**config.mk**
```make
export PLATFORM = sky130hd
export DESIGN_NAME = swm_sort_cell
export DESIGN_NICKNAME = d
export VERILOG_FILES = /design/src/hdl/swm_pkg.sv /design/src/hdl/swm_sort_cell.sv
export SDC_FILE = /design/constraint.sdc
export NUM_CORES = 1
export LEC_CHECK = 0
export ABC_CLOCK_PERIOD_IN_PS = 11000
export BUFFER_PORTS_ARGS = -buffer_cell sky130_fd_sc_hd__buf_2
export CAP_MARGIN = 20
export CORE_UTILIZATION = 40
export CTS_CLUSTER_SIZE = 40
export DETAILED_ROUTE_END_ITERATION = 12
export PLACE_DENSITY = 0.71
export SLEW_MARGIN = 20
export SYNTH_ARGS = -nofsm -noshare
export SYNTH_HDL_FRONTEND = slang
export SYNTH_SLANG_ARGS = --single-unit
export TNS_END_PERCENT = 50
```
**constraint.sdc**
```tcl
create_clock -name clk_i -period 11 [get_ports clk_i]
set_clock_uncertainty 0.2 [all_clocks]
set_input_delay 2.2 -clock clk_i [delete_from_list [all_inputs] [get_ports clk_i]]
set_output_delay 2.2 -clock clk_i [all_outputs]
set_load 0.005 [all_outputs]
```
**src/hdl/swm_pkg.sv**
```systemverilog
`default_nettype none

package swm_pkg;

  localparam int unsigned DATA_W         = 32;
  localparam int unsigned WIN_W          = 7;
  localparam logic [WIN_W-1:0] WIN_RESET = 7'd3;
  localparam int unsigned MAX_WINDOW_DEF = 64;
  localparam int unsigned APB_AW         = 3;
  localparam int unsigned APB_DW         = 32;

  // register index as taken from the word address
  localparam logic REG_WINDOW_SIZE = 1'b0;

  typedef logic signed [DATA_W-1:0] word_t;

  // one slot of a chain: occupancy flag and sample
  typedef struct packed {
    logic  vld;
    word_t val;
  } slot_t;

  // broadcast from the controller to every cell of both chains
  typedef struct packed {
    logic  ins;
    logic  evict;
    word_t sample;
    word_t oldest;
  } bcast_t;

endpackage

`default_nettype wire

```
**src/hdl/swm_sort_cell.sv**
```systemverilog
`default_nettype none

module swm_sort_cell
  import swm_pkg::*;
(
  input  logic   clk_i,
  input  logic   rst_ni,
  input  bcast_t ctl_i,
  input  slot_t  left_i,
  input  logic   left_gt_i,
  input  slot_t  right_i,
  input  logic   right_le_i,
  output slot_t  slot_o,
  output logic   gt_o,
  output logic   le_o
);

  logic  vld_q, vld_d;
  word_t val_q, val_d;

  // empty cells count as greater so the sample lands after the last held one
  assign gt_o = !vld_q || (val_q > ctl_i.sample);
  // at or below the evicted value: the cell to the left stays put on eviction
  assign le_o = vld_q && (val_q <= ctl_i.oldest);

  always_comb begin
    vld_d = vld_q;
    val_d = val_q;
    priority if (ctl_i.ins && gt_o) begin
      if (left_gt_i) begin
        vld_d = left_i.vld;
        val_d = left_i.val;
      end else begin
        vld_d = 1'b1;
        val_d = ctl_i.sample;
      end
    end else if (ctl_i.evict && !right_le_i) begin
      vld_d = right_i.vld;
      val_d = right_i.val;
    end
  end

  always_ff @(posedge clk_i or negedge rst_ni) begin
    if (!rst_ni) begin
      vld_q <= 1'b0;
    end else begin
      vld_q <= vld_d;
    end
  end

  always_ff @(posedge clk_i) begin
    val_q <= val_d;
  end

  assign slot_o = '{vld: vld_q, val: val_q};

endmodule

`default_nettype wire

```
Word level (Yosys, flattened, before mapping)
Cells that the tools add are included.

storage, ports and cells
  register bits after elaboration = 33
  bits of input ports = 136
  output and inout bits = 35
  logic and storage cells = 17

cells by class
  order comparisons = 2
  mux-type cells = 6
  reductions and logical operators = 7

operators with widths
  kind                            number
  2-to-1 mux 32 bit               3
  greater-than comparator 32 bit  1
  <= comparator 32 bit            1
  logical AND 1 bit               3
  2-to-1 mux 1 bit                3
  zero test 1 bit                 2
  nonzero test 2 bit              1
  logical OR 1 bit                1

Depth between registers and ports, before layout
Gate-level depths: netlist (run 1).

  word-level depth = 4
  gate-level depth with buffers = 10
  mapped depth without buffers = 9

Worst setup path after synthesis (run 1)
Ideal clock, no wire load.

  kind = input port to output port
  from = input ctl_i[63] (netlist bit)
  to = output gt_o
  data arrival time = 3.953 ns
  required time = 8.600 ns
  slack = 4.647 ns
  stages = 8
  buffers on the path = 0
  cells stage by stage = inv_1 -> ha_1 -> nand4_1 -> or4_4 -> nor3_1 -> nor3_1 -> o22a_2 -> a21bo_2

between the ends
  longest elaborated chain between the ends = 2

RTL lines
  element                         RTL line             source
  start: declaration              swm_sort_cell.sv:8   input bcast_t ctl_i,
  greater-than comparator 32 bit  swm_sort_cell.sv:22  assign gt_o = !vld_q || (val_q > ctl_i.sample);
  logical OR 1 bit                swm_sort_cell.sv:22
  end: declaration                swm_sort_cell.sv:14  output logic gt_o,

No other way between the ends.

Final worst setup path (run 1)
Ends and elaborated chain as after synthesis.

==> results of run 1 <==
==> registers in the layout, summed over array words and instances, names as in the netlist <==
register and count:
val_q 32, vld_q 1
==> cell usage after synthesis (2+ instances only) <==
cell,instances,area (um^2)
mux2i_1,2,20.02
inv_1,66,247.7
a21oi_1,25,125.1
clkbuf_1,5,18.77
buf_6,3,33.78
o21ai_0,44,220.2
edfxtp_1,32,960.9
nand3_1,4,20.02
nor3_1,6,30.03
o211ai_1,4,30.03
mux2_2,5,56.30
nor2_1,5,18.77
nand2_1,43,161.4
ha_1,64,800.8
nand4_1,15,93.84
buf_1,2,7.510
mux2_4,28,420.4
o31a_1,2,17.52
nor2b_1,6,37.54
==> worst max-delay path, delay by kind of cell <==
kind | cells | cell delay, ns
AO/OA/AOI/OAI | 2 | 0.43
AND/OR/NAND/NOR | 4 | 1.10
buffers and inverters | 3 | 0.24
adder cells (fa/ha/maj) | 1 | 0.43
==> through the flow <==
stage	hold WS, ns	instance area (um^2)	utilization
finish	0.5631	4557	0.5437
global route	0.6147	4557	0.5437
CTS	0.5624	4557	0.5437
detailed placement	0.5363	4467	0.5329
global placement	0.5026	4467	0.5329
floorplan	0.3987	3527	-
==> power groups by stage <==
stage	logic, mW	registers, mW	clock network [mW]
detailed placement	0.510	0.276	0
global placement	0.494	0.275	0
finish	0.508	0.272	0.0985
global route	0.574	0.281	0.104
floorplan	0.343	0.268	0
CTS	0.514	0.274	0.102
==> routing by layer <==
layer | track usage | up-vias | part of all wire
met5 | 0 | - | 0
met4 | 0.06592 | 0 | 0.020
met3 | 0.02844 | 15 | 0.048
met2 | 0.3500 | 106 | 0.47
met1 | 0.2617 | 1465 | 0.46
li1 | - | 1693 | -
==> how the worst max path moves through the flow <==
stage,from,endpoint,cells after the start
2_1_floorplan,ctl_i[63],gt_o,8
6_report,ctl_i[63],gt_o,10
4_1_cts,ctl_i[63],gt_o,10
5_1_grt,ctl_i[63],gt_o,10
3_5_place_dp,ctl_i[63],gt_o,10
3_3_place_gp,ctl_i[63],gt_o,10
==> final cells by class <==
cell class,count,area (um^2),share of cell area
multi-input combinational,272,2236,0.4907
sequential,33,985.9,0.2164
timing repair buffer,172,865.8,0.1900
inverter,66,247.7,0.05437
tap,105,131.4,0.02883
clock buffer,8,90.09,0.01977
==> cell families after synthesis <==
group	count (synthesis)	share of synthesized area
compound gates	88	0.1476
buf+inv	77	0.08940
simple gates	85	0.1156
flops	33	0.2795
mux	35	0.1408
fa+ha+maj	64	0.2270
==> impl_metrics.csv, run 1 <==
group,metric,value,unit
hold_path,hold_start,"vld_q",
critical_path,crit_fanout,6,
sta,timing.setup.tns,0,ns
power,swShare,0.3988,
power,power_switching,350.2,uW
cts,cts_made_buffers,5,
cts,path_clk_slew,0.07,ns
synth,synth-edff-count,32,
place,globalplace.congestion,0.8284,
place,hpwl,7660,um
layout,layout_commonest_cell,"buf_2",
sta,finalHoldViolations,0,
cts,cts_resized,0,
cts,clk_latency,0.29,ns
critical_path,setup.worst_path.class,"primary input to output pin",
sta,max_freq,146.6,MHz
floorplan,io_pins,171,
layout,final_cells,656,
power,ir_drop,80.38,uV
critical_path,reg2reg_to,"val_q[14]",
cts,cts_max_path_buffers,2,
sta,rsz0062_at_grt,"false",
power,pwr-share-comb,0.578,
sta,setup_slack,4.178,ns
power,power_leakage,2.449,nW
cts,htree_levels,2,
synth,synthDistinctLibCells,40,
critical_path,worstSetupEndpointType,"output pin",
global_routing,grt_pass1_wl,14380,um
place,port_buffers,170,
power,p_int,527.9,uW
critical_path,arrival,4.42,ns
synth,synthCells,382,
cts,clock_sinks,33,
cts,cts_hold_buf,0,
detailed_routing,vias,3279,
layout,fin_nets,750,
sta,tightest_slew,0.9842,ns
detailed_routing,first_pass_iters,4,
critical_path,cpMaxStageDelayCell,"or4_4",
cts,cts_setup_buffers,0,
detailed_routing,drt_iter0_markers,78,
hold_path,hp-class,"register to register",
floorplan,start_util,0.4208,
hold_path,hold_end,"vld_q",
synth,synth-warning-count,0,
layout,layout-drive-gt1-share,0.3938,
place,dp_slack,4.216,ns
layout,area.growth.synth_to_final,29.19,%
floorplan,die_x,95.91,um
outcome,status,"finished, final reports clean",
power,power_density,192.7,nW/um^2
layout,fillers,809,
synth,synthFlopType,"edfxtp_1",
hold_path,holdPathStages,2,
detailed_routing,drc,0,
power,power,878.0,uW
global_routing,grt_max_degree,65,
cts,cts_tree,"built",
detailed_routing,routedWlPerCell,14.07,um
synth,synthArstFlopShare,0.03030,
flow_run,cap_violations,0,
detailed_routing,wl,9232,um
power,clockPowerShare,0.112,
critical_path,start_kind,"primary input",
floorplan,die_h,95.91,um
sta,final-max-slew-violation-count,0,
detailed_routing,avgViaCountPerCell,4.998,
global_routing,grt_antenna_before_repair,0,
synth,syn_area_per_cell,9.233,um^2
power,p_seq_frac,0.310,
global_routing,overflow,0,
place,dp_cells,648,
sta,slew_headroom,0.3423,
synth,ys_ff_latch,33,
critical_path,r2r-start,"val_q[31]",
synth,synthesis.area,3527,um^2
synth,mappedNetlistNets,582,
cts,cts_root_buf,"clkbuf_8",
sta,setup_viol,0,
floorplan,die-area,9198,um^2
global_routing,grt_pass1_vias,3117,
layout,num_antenna_cells,0,
floorplan,core,8382,um^2
critical_path,worstPathCellList,"buf_2 > inv_1 > ha_1 > nand4_1 > or4_4 > nor3_1 > nor3_1 > o22a_2 > a21bo_2 > buf_2",
critical_path,critPathRequiredTime,8.60,ns
sta,finalCritPeriodShare,0.6202,
critical_path,reg2reg_slack,6.91,ns
critical_path,r2r.worst_path.cells,9,
floorplan,rows,33,
synth,yosysSeqAreaShare,0.2795,
detailed_routing,ant_nets,0,
critical_path,cp_slowest_stage_delay,0.59,ns
global_routing,gr-usage-all-layers,0.2035,
layout,layout_common_cells,"buf_2, inv_1, ha_1",
sta,period_minus_slack,6.822,ns
(Power assumes the default switching activity.)
==> run 2, diff against run 1 <==
--- a/config.mk
+++ b/config.mk
@@ -5,7 +5,7 @@
 export SDC_FILE = /design/constraint.sdc
 export NUM_CORES = 1
 export LEC_CHECK = 0
-export ABC_CLOCK_PERIOD_IN_PS = 11000
+export ABC_CLOCK_PERIOD_IN_PS = 6500
 export BUFFER_PORTS_ARGS = -buffer_cell sky130_fd_sc_hd__buf_2
 export CAP_MARGIN = 20
 export CORE_UTILIZATION = 40
==> constraint.sdc (replaced) <==
create_clock -name clk_i -period 6.5 [get_ports clk_i]
set_clock_uncertainty 0.2 [all_clocks]
set_input_delay 1.3 -clock clk_i [delete_from_list [all_inputs] [get_ports clk_i]]
set_output_delay 1.3 -clock clk_i [all_outputs]
set_load 0.005 [all_outputs]
==> impl_metrics.csv, run 2 (same netlist as run 1, synthesis figures left out) <==
group,metric,value,unit
power,power_density,331.2,nW/um^2
sta,timing.setup.tns,0,ns
flow_run,cap_violations,0,
global_routing,grt_max_degree,65,
global_routing,gr-usage-all-layers,0.2073,
floorplan,io_pins,171,
detailed_routing,first_pass_iters,4,
critical_path,reg2reg_slack,2.75,ns
layout,num_antenna_cells,0,
floorplan,die_x,95.91,um
cts,clk_latency,0.28,ns
detailed_routing,drt_iter0_markers,137,
critical_path,r2r.worst_path.cells,9,
detailed_routing,drc,0,
cts,path_clk_slew,0.06,ns
global_routing,grt_pass1_wl,14520,um
place,port_buffers,170,
floorplan,die_h,95.91,um
floorplan,start_util,0.4208,
layout,post-route-util,0.5465,
layout,design_area,4581,um^2
power,power_leakage,2.461,nW
layout,final_cells,657,
layout,top_regs,"val_q: 32 flops, vld_q: 1 flops",
layout,layout-drive-gt1-share,0.3949,
hold_path,hold_end,"vld_q",
power,ir_drop,122.4,uV
global_routing,overflow,0,
outcome,status,"finished, final reports clean",
layout,layout_common_cells,"buf_2, inv_1, ha_1",
layout,largest_register_ffs,32,
layout,area.growth.synth_to_final,29.87,%
place,globalplace.congestion,0.8347,
cts,cts_made_buffers,5,
cts,cts_max_path_buffers,2,
detailed_routing,ant_nets,0,
place,hpwl,7793,um
cts,cts_hold_buf,0,
power,power,1.517,mW
floorplan,rows,33,
sta,finalCritPeriodShare,0.7744,
layout,multi_input_area,2236,um^2
layout,layout_commonest_cell,"buf_2",
sta,rsz0062_at_grt,"false",
sta,finalHoldViolations,0,
cts,cts_setup_buffers,0,
floorplan,die-area,9198,um^2
hold_path,holdPathStages,2,
detailed_routing,routedWlPerCell,14.20,um
critical_path,worstSetupEndpointType,"output pin",
critical_path,start_kind,"primary input",
critical_path,r2r-start,"val_q[31]",
detailed_routing,wl,9329,um
layout,regArea,985.9,um^2
sta,setup_viol,0,
hold_path,hp-class,"register to register",
sta,slew_headroom,0.3638,
detailed_routing,vias,3305,
place,dpl_cell_area,4474,um^2
sta,period_minus_slack,5.033,ns
global_routing,grt_antenna_before_repair,0,
cts,cts_resized,0,
layout,fin_nets,751,
hold_path,hold_start,"vld_q",
global_routing,grt_pass1_vias,3206,
cts,htree_levels,2,
critical_path,setup.worst_path.class,"primary input to output pin",
floorplan,core,8382,um^2
cts,clock_sinks,33,
critical_path,reg2reg_to,"val_q[23]",
cts,cts_root_buf,"clkbuf_8",
layout,top_register,"val_q",
layout,fillers,814,
sta,tightest_slew,0.9542,ns
detailed_routing,avgViaCountPerCell,5.030,
sta,max_freq,198.7,MHz
critical_path,arrival,3.53,ns
critical_path,critPathRequiredTime,5.00,ns
cts,cts_tree,"built",
sta,final-max-slew-violation-count,0,
critical_path,crit_fanout,6,
place,dp_cells,649,
-- run 2: cell types whose count changed in the layout (fill, tap and decap cells not counted), sizes merged --
cell / delta
clkbuf: -2
buf: +1
clkinv: +1
bufinv: +1
-- run 2: stage by stage --
step | worst slack (ns) | hold slack [ns]
floorplan | 1.947 | 0.3987
global placement | 1.603 | 0.5023
detailed placement | 1.473 | 0.5529
CTS | 1.470 | 0.5724
global route | 1.255 | 0.5714
finish | 1.467 | 0.5477
-- run 2: area by class of cell --
type,count,share of cell area
clock buffers,6,0.01584
repair buffers,173,0.1907
multi-input cells,272,0.4881
clock inverters,2,0.007375
well taps,105,0.02868
flip-flops and latches,33,0.2152
inverters,66,0.05408
-- run 2: per-layer routing --
layer | global-route usage | part of all wire | up-vias
met3 | 0.03239 | 0.052 | 4
met5 | 0 | 0 | -
met1 | 0.2602 | 0.45 | 1497
met2 | 0.3679 | 0.49 | 105
met4 | 0.05473 | 0.0091 | 0
li1 | - | - | 1699
-- run 2: worst max-delay path, stage by stage --
cell	delay [ns]
buf_2	0.08
inv_1	0.06
ha_1	0.43
nand4_1	0.20
or4_4	0.60
nor3_1	0.21
nor3_1	0.09
o22a_2	0.24
a21bo_2	0.20
buf_2	0.13
-- run 2: worst max path at each step --
| stage | start | to |
|---|---|---|
| after floorplan | ctl_i[63] | gt_o |
| after global placement | ctl_i[63] | gt_o |
| after detailed placement | ctl_i[63] | gt_o |
| after CTS | ctl_i[63] | gt_o |
| after global routing | ctl_i[63] | gt_o |
| final | ctl_i[63] | gt_o |
-- run 2: power breakdown --
part	total, mW	internal, mW	switching, mW
clock network	0.193	0.113	0.0796
logic	0.862	0.435	0.427
registers	0.462	0.375	0.0873
