===== config.mk =====
export PLATFORM = sky130hd
export DESIGN_NAME = swm_arrival_cell
export DESIGN_NICKNAME = d
export VERILOG_FILES = /design/src/hdl/swm_pkg.sv /design/src/hdl/swm_arrival_cell.sv
export SDC_FILE = /design/constraint.sdc
export NUM_CORES = 1
export LEC_CHECK = 0
export ABC_AREA = 1
export BUFFER_PORTS_ARGS = -buffer_cell sky130_fd_sc_hd__buf_2
export CAP_MARGIN = 5
export CORE_MARGIN = 4
export CORE_UTILIZATION = 41
export DETAILED_ROUTE_END_ITERATION = 10
export PLACE_DENSITY_LB_ADDON = 0.25
export SETUP_SLACK_MARGIN = 0.05
export SYNTH_ARGS = -nofsm -noshare
export SYNTH_HDL_FRONTEND = slang
export SYNTH_SLANG_ARGS = --single-unit

===== constraint.sdc =====
create_clock -name clk_i -period 3 [get_ports clk_i]
set_input_delay 0.45 -clock clk_i [delete_from_list [all_inputs] [get_ports clk_i]]
set_output_delay 0.45 -clock clk_i [all_outputs]
set_load 0.005 [all_outputs]

===== src/hdl/swm_pkg.sv =====
`default_nettype none

package swm_pkg;

  localparam int unsigned DATA_W         = 32;
  localparam int unsigned WIN_W          = 7;
  localparam logic [WIN_W-1:0] WIN_RESET = 7'd3;
  localparam int unsigned MAX_WINDOW_DEF = 64;
  localparam int unsigned APB_AW         = 3;
  localparam int unsigned APB_DW         = 32;

  // register index as taken from the word address
  localparam logic REG_WINDOW_SIZE = 1'b0;

  typedef logic signed [DATA_W-1:0] word_t;

  // one slot of a chain: occupancy flag and sample
  typedef struct packed {
    logic  vld;
    word_t val;
  } slot_t;

  // broadcast from the controller to every cell of both chains
  typedef struct packed {
    logic  ins;
    logic  evict;
    word_t sample;
    word_t oldest;
  } bcast_t;

endpackage

`default_nettype wire


===== src/hdl/swm_arrival_cell.sv =====
`default_nettype none

module swm_arrival_cell
  import swm_pkg::*;
(
  input  logic   clk_i,
  input  logic   rst_ni,
  input  bcast_t ctl_i,
  input  logic   left_vld_i,
  input  slot_t  right_i,
  output slot_t  slot_o
);

  logic  vld_q, vld_d;
  word_t val_q, val_d;

  // new sample lands in the first empty cell, eviction shifts towards the head
  always_comb begin
    vld_d = vld_q;
    val_d = val_q;
    priority if (ctl_i.ins && left_vld_i && !vld_q) begin
      vld_d = 1'b1;
      val_d = ctl_i.sample;
    end else if (ctl_i.evict) begin
      vld_d = right_i.vld;
      val_d = right_i.val;
    end
  end

  always_ff @(posedge clk_i or negedge rst_ni) begin
    if (!rst_ni) begin
      vld_q <= 1'b0;
    end else begin
      vld_q <= vld_d;
    end
  end

  always_ff @(posedge clk_i) begin
    val_q <= val_d;
  end

  assign slot_o = '{vld: vld_q, val: val_q};

endmodule

`default_nettype wire


After elaboration in Yosys (flattened, before gate mapping)
Index checks and enable logic that the tools add are counted.
{"block": "totals", "regBits": 33, "out_inout_bits": 33, "word_cells": 10}
{"block": "op_classes", "muxes": 4, "reduce_logical": 4}
{"cell": "$mux 32", "n": 2}
{"cell": "$logic_and 1x1->1", "n": 2}
{"cell": "$mux 1", "n": 2}
{"cell": "$reduce_bool 2->1", "n": 1}
{"cell": "$logic_not 1->1", "n": 1}

Longest topological paths before layout
Gate-level depths: netlist (run 1).
{"block": "depth", "ltp_word": 3, "mapped_depth": 5, "mapped_depth_nobuf": 4}

Worst setup path after synthesis (run 1)
Ideal clock, no wire load.
{"block": "synth_path", "path_kind": "input to register", "start": "input port ctl_i[65] (netlist name)", "end": "register val_q[0], enable pin", "arrival_time_ns": 1.531, "required_time_ns": 2.611, "setup_slack_ns": 1.080, "cell_stages": 4, "path_cell_list": "buf_4 nand3_4 buf_6 nand2_1"}
{"block": "synth_via", "elab_chain_len": 3}
{"item": "from (decl)", "line_no": "swm_arrival_cell.sv:8", "source": "input bcast_t ctl_i,"}
{"item": "$logic_and 1x1->1 (2 in a row)", "line_no": "swm_arrival_cell.sv:21", "source": "priority if (ctl_i.ins && left_vld_i && !vld_q) begin"}
{"item": "$reduce_bool 2->1 (no line)"}
{"item": "to (signal assigned)", "line_no": "swm_arrival_cell.sv:39", "source": "val_q <= val_d;"}
{"item": "to (decl)", "line_no": "swm_arrival_cell.sv:15", "source": "word_t val_q, val_d;"}
No other way between the ends.
A chain may end at the register's enable or synchronous reset.

Final worst setup path (run 1)
{"block": "layout_path", "start": "register vld_q", "end": "register val_q[18], enable pin"}
{"block": "layout_via", "elab_chain_len": 3}
{"item": "from (decl)", "line_no": "swm_arrival_cell.sv:14", "source": "logic vld_q, vld_d;"}
{"item": "from (signal assigned)", "line_no": "swm_arrival_cell.sv:34", "source": "vld_q <= vld_d;"}
{"item": "$logic_not 1->1", "line_no": "swm_arrival_cell.sv:21"}
{"item": "$logic_and 1x1->1", "line_no": "swm_arrival_cell.sv:21"}
{"item": "$reduce_bool 2->1 (no line)"}
No other way between the ends.

==> impl_results.md, run 1 <==
* Initial DRC Count at 126
* CP top delay family: buffers and inverters
* Die W at 69.9 µm
* Max-slew headroom at 62.0%
* Core area at 0.00369 mm²
* Placed instance count at 290
* Setup Buffers After CTS at 0
* Grt ovf at 0
* Die area at 0.00488 mm²
* Pin count of the biggest net entering global routing at 35
* Initial Util at 42.5%
* N_diodes at 0
* Synth warn at 0
* Register area at 986 µm²
* Ys async rst share at 3.03%
* Number of global-route vias before repair at 1,437
* Worst Path Buf+Inv at 2
* Endpoints failing hold at 0
* Peak supply drop at 0.313 mV
* Syn nets at 253
* Synth top area share at 61.2%
* Top Metal Used: met4
* DR WL/cell at 13.7 µm
* Psw at 0.267 mW
* Slowest stage delay, CP at 0.46 ns
* Cell Area, Placed at 0.00207 mm²
* Final setup vio count at 0
* CTS tree: built
* Post-synth top area cell: edfxtp_1
* Synth top area cells: edfxtp_1 (61%), nand2_1 (16%), nand4_1 (13%), buf_2 (2.9%), buf_6 (2.2%)
* Syn Area/Cell at 10.4 µm²
* Hold Crit Class: primary input to flip-flop
* HPWL after DPL at 2.87 mm
* GP Congestion at 0.731
* CP endpoint kind: flip-flop
* Slew @ Worst Pin at 0.568 ns
* Fraction of layout cells with a size suffix above 1 at 45.4%
* Area Growth Syn to Fin at 37.6%
* WL met1 at 1.59 mm
* H-Tree Depth at 2
* Vias/cell at 4.85
* Internal Power at 0.795 mW
* Sequential power share at 53.4%
* Num rows at 22
* Setup TNS at 0 ns
* Multi-input logic area at 474 µm²
* Initial antenna violation count at 0
* RSZ-0062 raised after global routing: no
* CP Depth at 4
* CP cell instances: inv_2 -> nand3_4 -> nand2_1 -> buf_4
* Crit path kind: flip-flop to flip-flop
* Clk_lat worst skew at 0.27 ns
* Maxcap violations at 0
* Hold Path Stages at 3
* Num Clock Sinks at 33
* FMAX at 482 MHz
* Yosys reg bits at 33
* IO Count at 135
* Antenna Nets Post-Route at 0
* Global-route wire length before repair at 6.53 mm
* Top post-synthesis cells by count: nand2_1 (67), edfxtp_1 (32), nand4_1 (32)
* Clk pwr share at 29.2%
* Input/output buffers at 102
* Clock tree buffer depth at 2
* Synth unique cells at 11
* Pwr/cell area at 492 mW/mm²
* Period utilisation layout at 69.2%
* CP Data Arrival Time at 2.04 ns
* R2R depth at 4
* Met3 wire length at 437 µm
* TritonCTS Buffers at 5
* Worst Path Max Fanout at 34
* Via count at 1,449
* Lkg Pwr at 1.09 nW
* Number of fill cells at 354
* Most common cell in the netlist: nand2_1
* Crit start category: flip-flop
* Post-Place Worst Slack at 0.879 ns
* Fin worst setup slack at 0.924 ns
* # DRC at 0
* Switching Share at 25.1%
* Combinational cell fraction of total power at 17.4%
* Post-synth EDFFs at 32
* Slowest cell on the critical path: nand3_4
* Pre-Repair DR Iteration Count at 4
* Fin cells at 299
* Global Route Usage Sum at 16.6%
* Syn Inst Count at 151
* CP Data Required Time at 2.96 ns
* Predominant post-synthesis flop cell: edfxtp_1
* Nets at 352
* Design area at 0.00216 mm²
* WL met2 at 2.03 mm
* Final-report max-slew violation count at 0
* Post-Syn Area at 0.00157 mm²
* Die Y at 69.9 µm
* Status: complete, no violations
* Sequential fraction of the synthesis area at 62.8%
* Clk_skew at 0.00272 ns
* WL final at 4.10 mm
* Clk slew on worst S/H paths at 0.07 ns
* Tmin final at 2.08 ns
* Root Buffer: clkbuf_8
-- metrics by stage --
stage / util [%] / hold WS (ns) / power, mW
floorplan: - / 0.154 / 0.670
CTS: 58.5 / 0.389 / 1.07
finish: 58.5 / 0.401 / 1.06
global placement: 56.1 / 0.226 / 0.760
global route: 58.5 / 0.429 / 1.12
detailed placement: 56.1 / 0.227 / 0.764
-- layout make-up --
cell class | instances | area share [%]
multi-input cells | 101 | 22.0
clock buffers | 5 | 3.19
clock inverters | 3 | 0.579
inverters | 2 | 0.348
well taps | 48 | 2.78
flip-flops and latches | 33 | 45.7
repair buffers | 107 | 25.5
-- worst min-delay path: stages --
cell	delay, ns
buf_2	0.07
nand2_1	0.04
nand3_1	0.07
-- power by group through the flow --
| stage | Sequential (mW) | Combinational, mW | Clock [mW] |
|---|---|---|---|
| finish | 0.567 | 0.185 | 0.310 |
| global route | 0.571 | 0.207 | 0.339 |
| CTS | 0.567 | 0.188 | 0.318 |
| detailed placement | 0.577 | 0.187 | 0 |
| global placement | 0.576 | 0.184 | 0 |
| floorplan | 0.585 | 0.0857 | 0 |
-- registers in the layout, summed over array words and instances (netlist names) --
| name | cells |
|---|---|
| val_q | 32 |
| vld_q | 1 |
-- routing by layer --
metal  up-vias  GRT usage (%)
li1        737              -
met1       642           20.2
met2        65           27.9
met3         5           5.90
met4         0           4.47
met5         -              0
-- path summary, 6_finish.rpt --
path / start / end / slack (ns)
max: vld_q / val_q[18] / 0.92
min: right_i[32] / vld_q / 0.40
max reg2reg: vld_q / val_q[18] / 0.92
min reg2reg: vld_q / vld_q / 0.55
max in group asynchronous: rst_ni / vld_q / 2.43
min in group asynchronous: rst_ni / vld_q / 0.49
-- cells by family (layout without fill, tap and decap cells) --
kind of cell	count (synthesis)	in the layout	share of synthesized area, %
buf+inv	17	117	6.94
flops	33	33	62.8
simple gates	101	101	30.2
-- cells in the final DEF, fill, tap and decap left out, types with 2 or more instances in the layout --
cell type  synthesis  routed
clkbuf_8           0       5
buf_2              9     102
clkinv_1           0       2
nand4_1           32      32
buf_4              3       4
edfxtp_1          32      32
nand2_1           67      67
-- repair_timing --
item	in CTS	in global routing
resized for setup	0	0
hold buffers	1	0
hold endpoints to repair	1	0
(Power assumes the default switching activity.)
==> run 2: changes to the inputs <==
--- a/config.mk
+++ b/config.mk
@@ -5,11 +5,11 @@
 export SDC_FILE = /design/constraint.sdc
 export NUM_CORES = 1
 export LEC_CHECK = 0
-export ABC_AREA = 1
+export ABC_AREA = 0
 export BUFFER_PORTS_ARGS = -buffer_cell sky130_fd_sc_hd__buf_2
 export CAP_MARGIN = 5
 export CORE_MARGIN = 4
-export CORE_UTILIZATION = 41
+export CORE_UTILIZATION = 34
 export DETAILED_ROUTE_END_ITERATION = 10
 export PLACE_DENSITY_LB_ADDON = 0.25
 export SETUP_SLACK_MARGIN = 0.05
==> constraint.sdc (replaced) <==
create_clock -name clk_i -period 1.7 [get_ports clk_i]
set_input_delay 0.255 -clock clk_i [delete_from_list [all_inputs] [get_ports clk_i]]
set_output_delay 0.255 -clock clk_i [all_outputs]
set_load 0.005 [all_outputs]
==> run 2 against run 1 <==
  * Sequential power rose by 74%
  * Hold slack got worse by 0.20 ns
  * Synthesized cell count decreased by 52%
  * Critical endpoint is now val_q[6]
==> impl_results.md, run 2 <==
* Placed instance count at 227 (-22%)
* Crit path kind: flip-flop to flip-flop
* Synth unique cells at 10 (-1)
* Predominant post-synthesis flop cell: edfxtp_1
* Synth warn at 0 (unchanged)
* Number of global-route vias before repair at 1,130 (-21%)
* Num Clock Sinks at 33 (unchanged)
* Vias/cell at 4.39 (-9.3%)
* Tmin final at 1.42 ns (-0.657 ns)
* Global-route wire length before repair at 5.05 mm (-23%)
* CP Data Arrival Time at 1.39 ns (-0.65 ns)
* Most frequent cells in the layout: buf_2 (102), edfxtp_1 (32), mux2_4 (28), clkbuf_8 (5), mux2_2 (4)
* N_diodes at 0 (unchanged)
* Initial Util at 35.2% (-7.3 points)
* Syn nets at 175 (-31%)
* Num rows at 24 (+9.1%)
* Top Metal Used: met4
* Via count at 1,037 (-28%)
* H-Tree Depth at 2 (unchanged)
* # DRC at 0 (unchanged)
* Fin cells at 236 (-21%)
* Final-report max-slew violation count at 0 (unchanged)
* WL met2 at 1.76 mm (-13%)
* Met3 wire length at 440 µm (+0.69%)
* Number of flip-flops in the largest register at 32 (unchanged)
* GP Congestion at 0.663 (-9.3%)
* Initial antenna violation count at 0 (unchanged)
* Die W at 75.1 µm (+7.6%)
* Clk_skew at 0.00602 ns (+0.00330 ns)
* Pre-Repair DR Iteration Count at 3 (-1)
* Antenna Nets Post-Route at 0 (unchanged)
* Clk_lat worst skew at 0.28 ns (about the same)
* Clock tree buffer depth at 2 (unchanged)
* Global Route Usage Sum at 12.0% (-4.6 points)
* WL final at 3.40 mm (-17%)
* Maxcap violations at 0 (unchanged)
* Most common cell after layout, fill and taps aside: buf_2
* FMAX at 705 MHz (+46%)
* Setup Buffers After CTS at 0 (unchanged)
* Fin worst setup slack at 0.282 ns (-0.643 ns)
* Syn Area/Cell at 21.0 µm² (+100%)
* Post-synth EDFFs at 32 (unchanged)
* Worst Path Max Fanout at 19 (-44%)
* Post-Syn Area at 0.00153 mm² (-2.3%)
* Top Registers: val_q (32), vld_q (1)
* CTS tree: built
* Slew @ Worst Pin at 0.231 ns (-0.338 ns)
* Util after Layout at 50.9% (-7.7 points)
* DR WL/cell at 14.4 µm (+5.0%)
* Die area at 0.00565 mm² (+16%)
* Fraction of layout cells with a size suffix above 1 at 79.3% (+34 points)
* Yosys reg bits at 33 (unchanged)
* IO Count at 135 (unchanged)
* Endpoints failing hold at 0 (unchanged)
* Final setup vio count at 0 (unchanged)
* Sequential fraction of the synthesis area at 64.3% (+1.5 points)
* Period utilisation layout at 83.4% (+14 points)
* Status: complete, no violations
* Clk slew on worst S/H paths at 0.07 ns (about the same)
* CP Data Required Time at 1.67 ns (-1.29 ns)
* Lkg Pwr at 1.11 nW (+1.9%)
* Setup TNS at 0 ns (unchanged)
* Nets at 285 (-19%)
* Max-slew headroom at 84.6% (+23 points)
* Synth top area share at 62.7% (+1.4 points)
* Die Y at 75.1 µm (+7.6%)
* Synth top area cells: edfxtp_1 (63%), mux2_4 (27%), mux2_2 (2.9%), buf_6 (2.2%), dfrtp_1 (1.6%)
* Pwr/cell area at 837 mW/mm² (+70%)
* Post-Place Worst Slack at 0.273 ns (-0.606 ns)
* Grt ovf at 0 (unchanged)
* Initial DRC Count at 29 (-77%)
* Ys async rst share at 3.03% (unchanged)
* Core area at 0.00435 mm² (+18%)
* Tot Pwr at 1.86 mW (+75%)
* Most common cell in the netlist: edfxtp_1
* Pin count of the biggest net entering global routing at 20 (-43%)
* Root Buffer: clkbuf_8
* WL met1 at 1.17 mm (-27%)
* RSZ-0062 raised after global routing: no
* CP endpoint kind: flip-flop
* Syn Inst Count at 73 (-52%)
* Crit start category: flip-flop
* Input/output buffers at 102 (unchanged)
* Hold Crit Class: primary input to flip-flop
* Top post-synthesis cells by count: edfxtp_1 (32), mux2_4 (28), mux2_2 (4)
* TritonCTS Buffers at 5 (unchanged)
* Area Growth Syn to Fin at 44.6%
* Largest register by flop count: val_q
* Peak supply drop at 0.345 mV (+10%)
* Post-synth top area cell: edfxtp_1
-- run 2: cell types whose count changed in the layout (fill, tap and decap cells not counted), moves of 2 or more --
| cell | change |
|---|---|
| mux2_2 | +4 |
| buf_4 | -2 |
| nand2_1 | -66 |
| mux2_4 | +28 |
| nand4_1 | -32 |
| buf_12 | +2 |
-- run 2: power by group --
group | total, mW | internal [mW] | switching [mW]
logic | 0.317 | 0.201 | 0.116
registers | 0.989 | 0.974 | 0.0151
clock network | 0.550 | 0.275 | 0.274
-- run 2: cell type report --
type                            instances  area [µm²]
Timing Repair Buffer                  107         576
Sequential cell                        33         986
Multi-Input combinational cell         36         508
Clock buffer                            5        68.8
Clock inverter                          3        12.5
Fill cell                             403        2140
Tap cell                               52        65.1
-- run 2: worst paths after layout --
path / start / to / slack, ns / cells after the start
max in group asynchronous: rst_ni / vld_q / 1.35 / 2
max: vld_q / val_q[6] / 0.28 / 4
min reg2reg: vld_q / vld_q / 0.54 / 2
min in group asynchronous: rst_ni / vld_q / 0.27 / 2
max reg2reg: vld_q / val_q[6] / 0.28 / 4
min: right_i[32] / vld_q / 0.20 / 3
-- run 2: kinds of logic after synthesis --
family	after synthesis	share of synthesized area [%]
buffers and inverters	4	2.69
flip-flops	33	64.3
multiplexers	33	31.0
AND/OR/NAND/NOR	3	1.96
-- run 2: per-stage QoR --
| step | hold WS, ns | instance area (µm²) |
|---|---|---|
| detailed placement | 0.0307 | 2120 |
| global route | 0.210 | 2220 |
| floorplan | -0.0406 | 1540 |
| CTS | 0.200 | 2220 |
| global placement | 0.0300 | 2120 |
| finish | 0.205 | 2220 |
-- run 2: repair_timing --
action | CTS | global route
hold endpoints to repair | 1 | 0
hold buffers | 1 | 0
resized for setup | 0 | 0
setup endpoints to repair | 0 | 0
-- run 2: per-layer routing --
layer  global-route usage, %  vias up
met1                    12.6      467
met3                    5.61        5
met2                    21.5       63
met5                       0        -
met4                    3.50        0
li1                        -      502
-- run 2: worst max-delay path, stage by stage, from the launching register on --
cell      delay [ns]
dfrtp_1         0.40
nand3b_4        0.19
buf_12          0.18
nand2b_2        0.08
buf_4           0.25
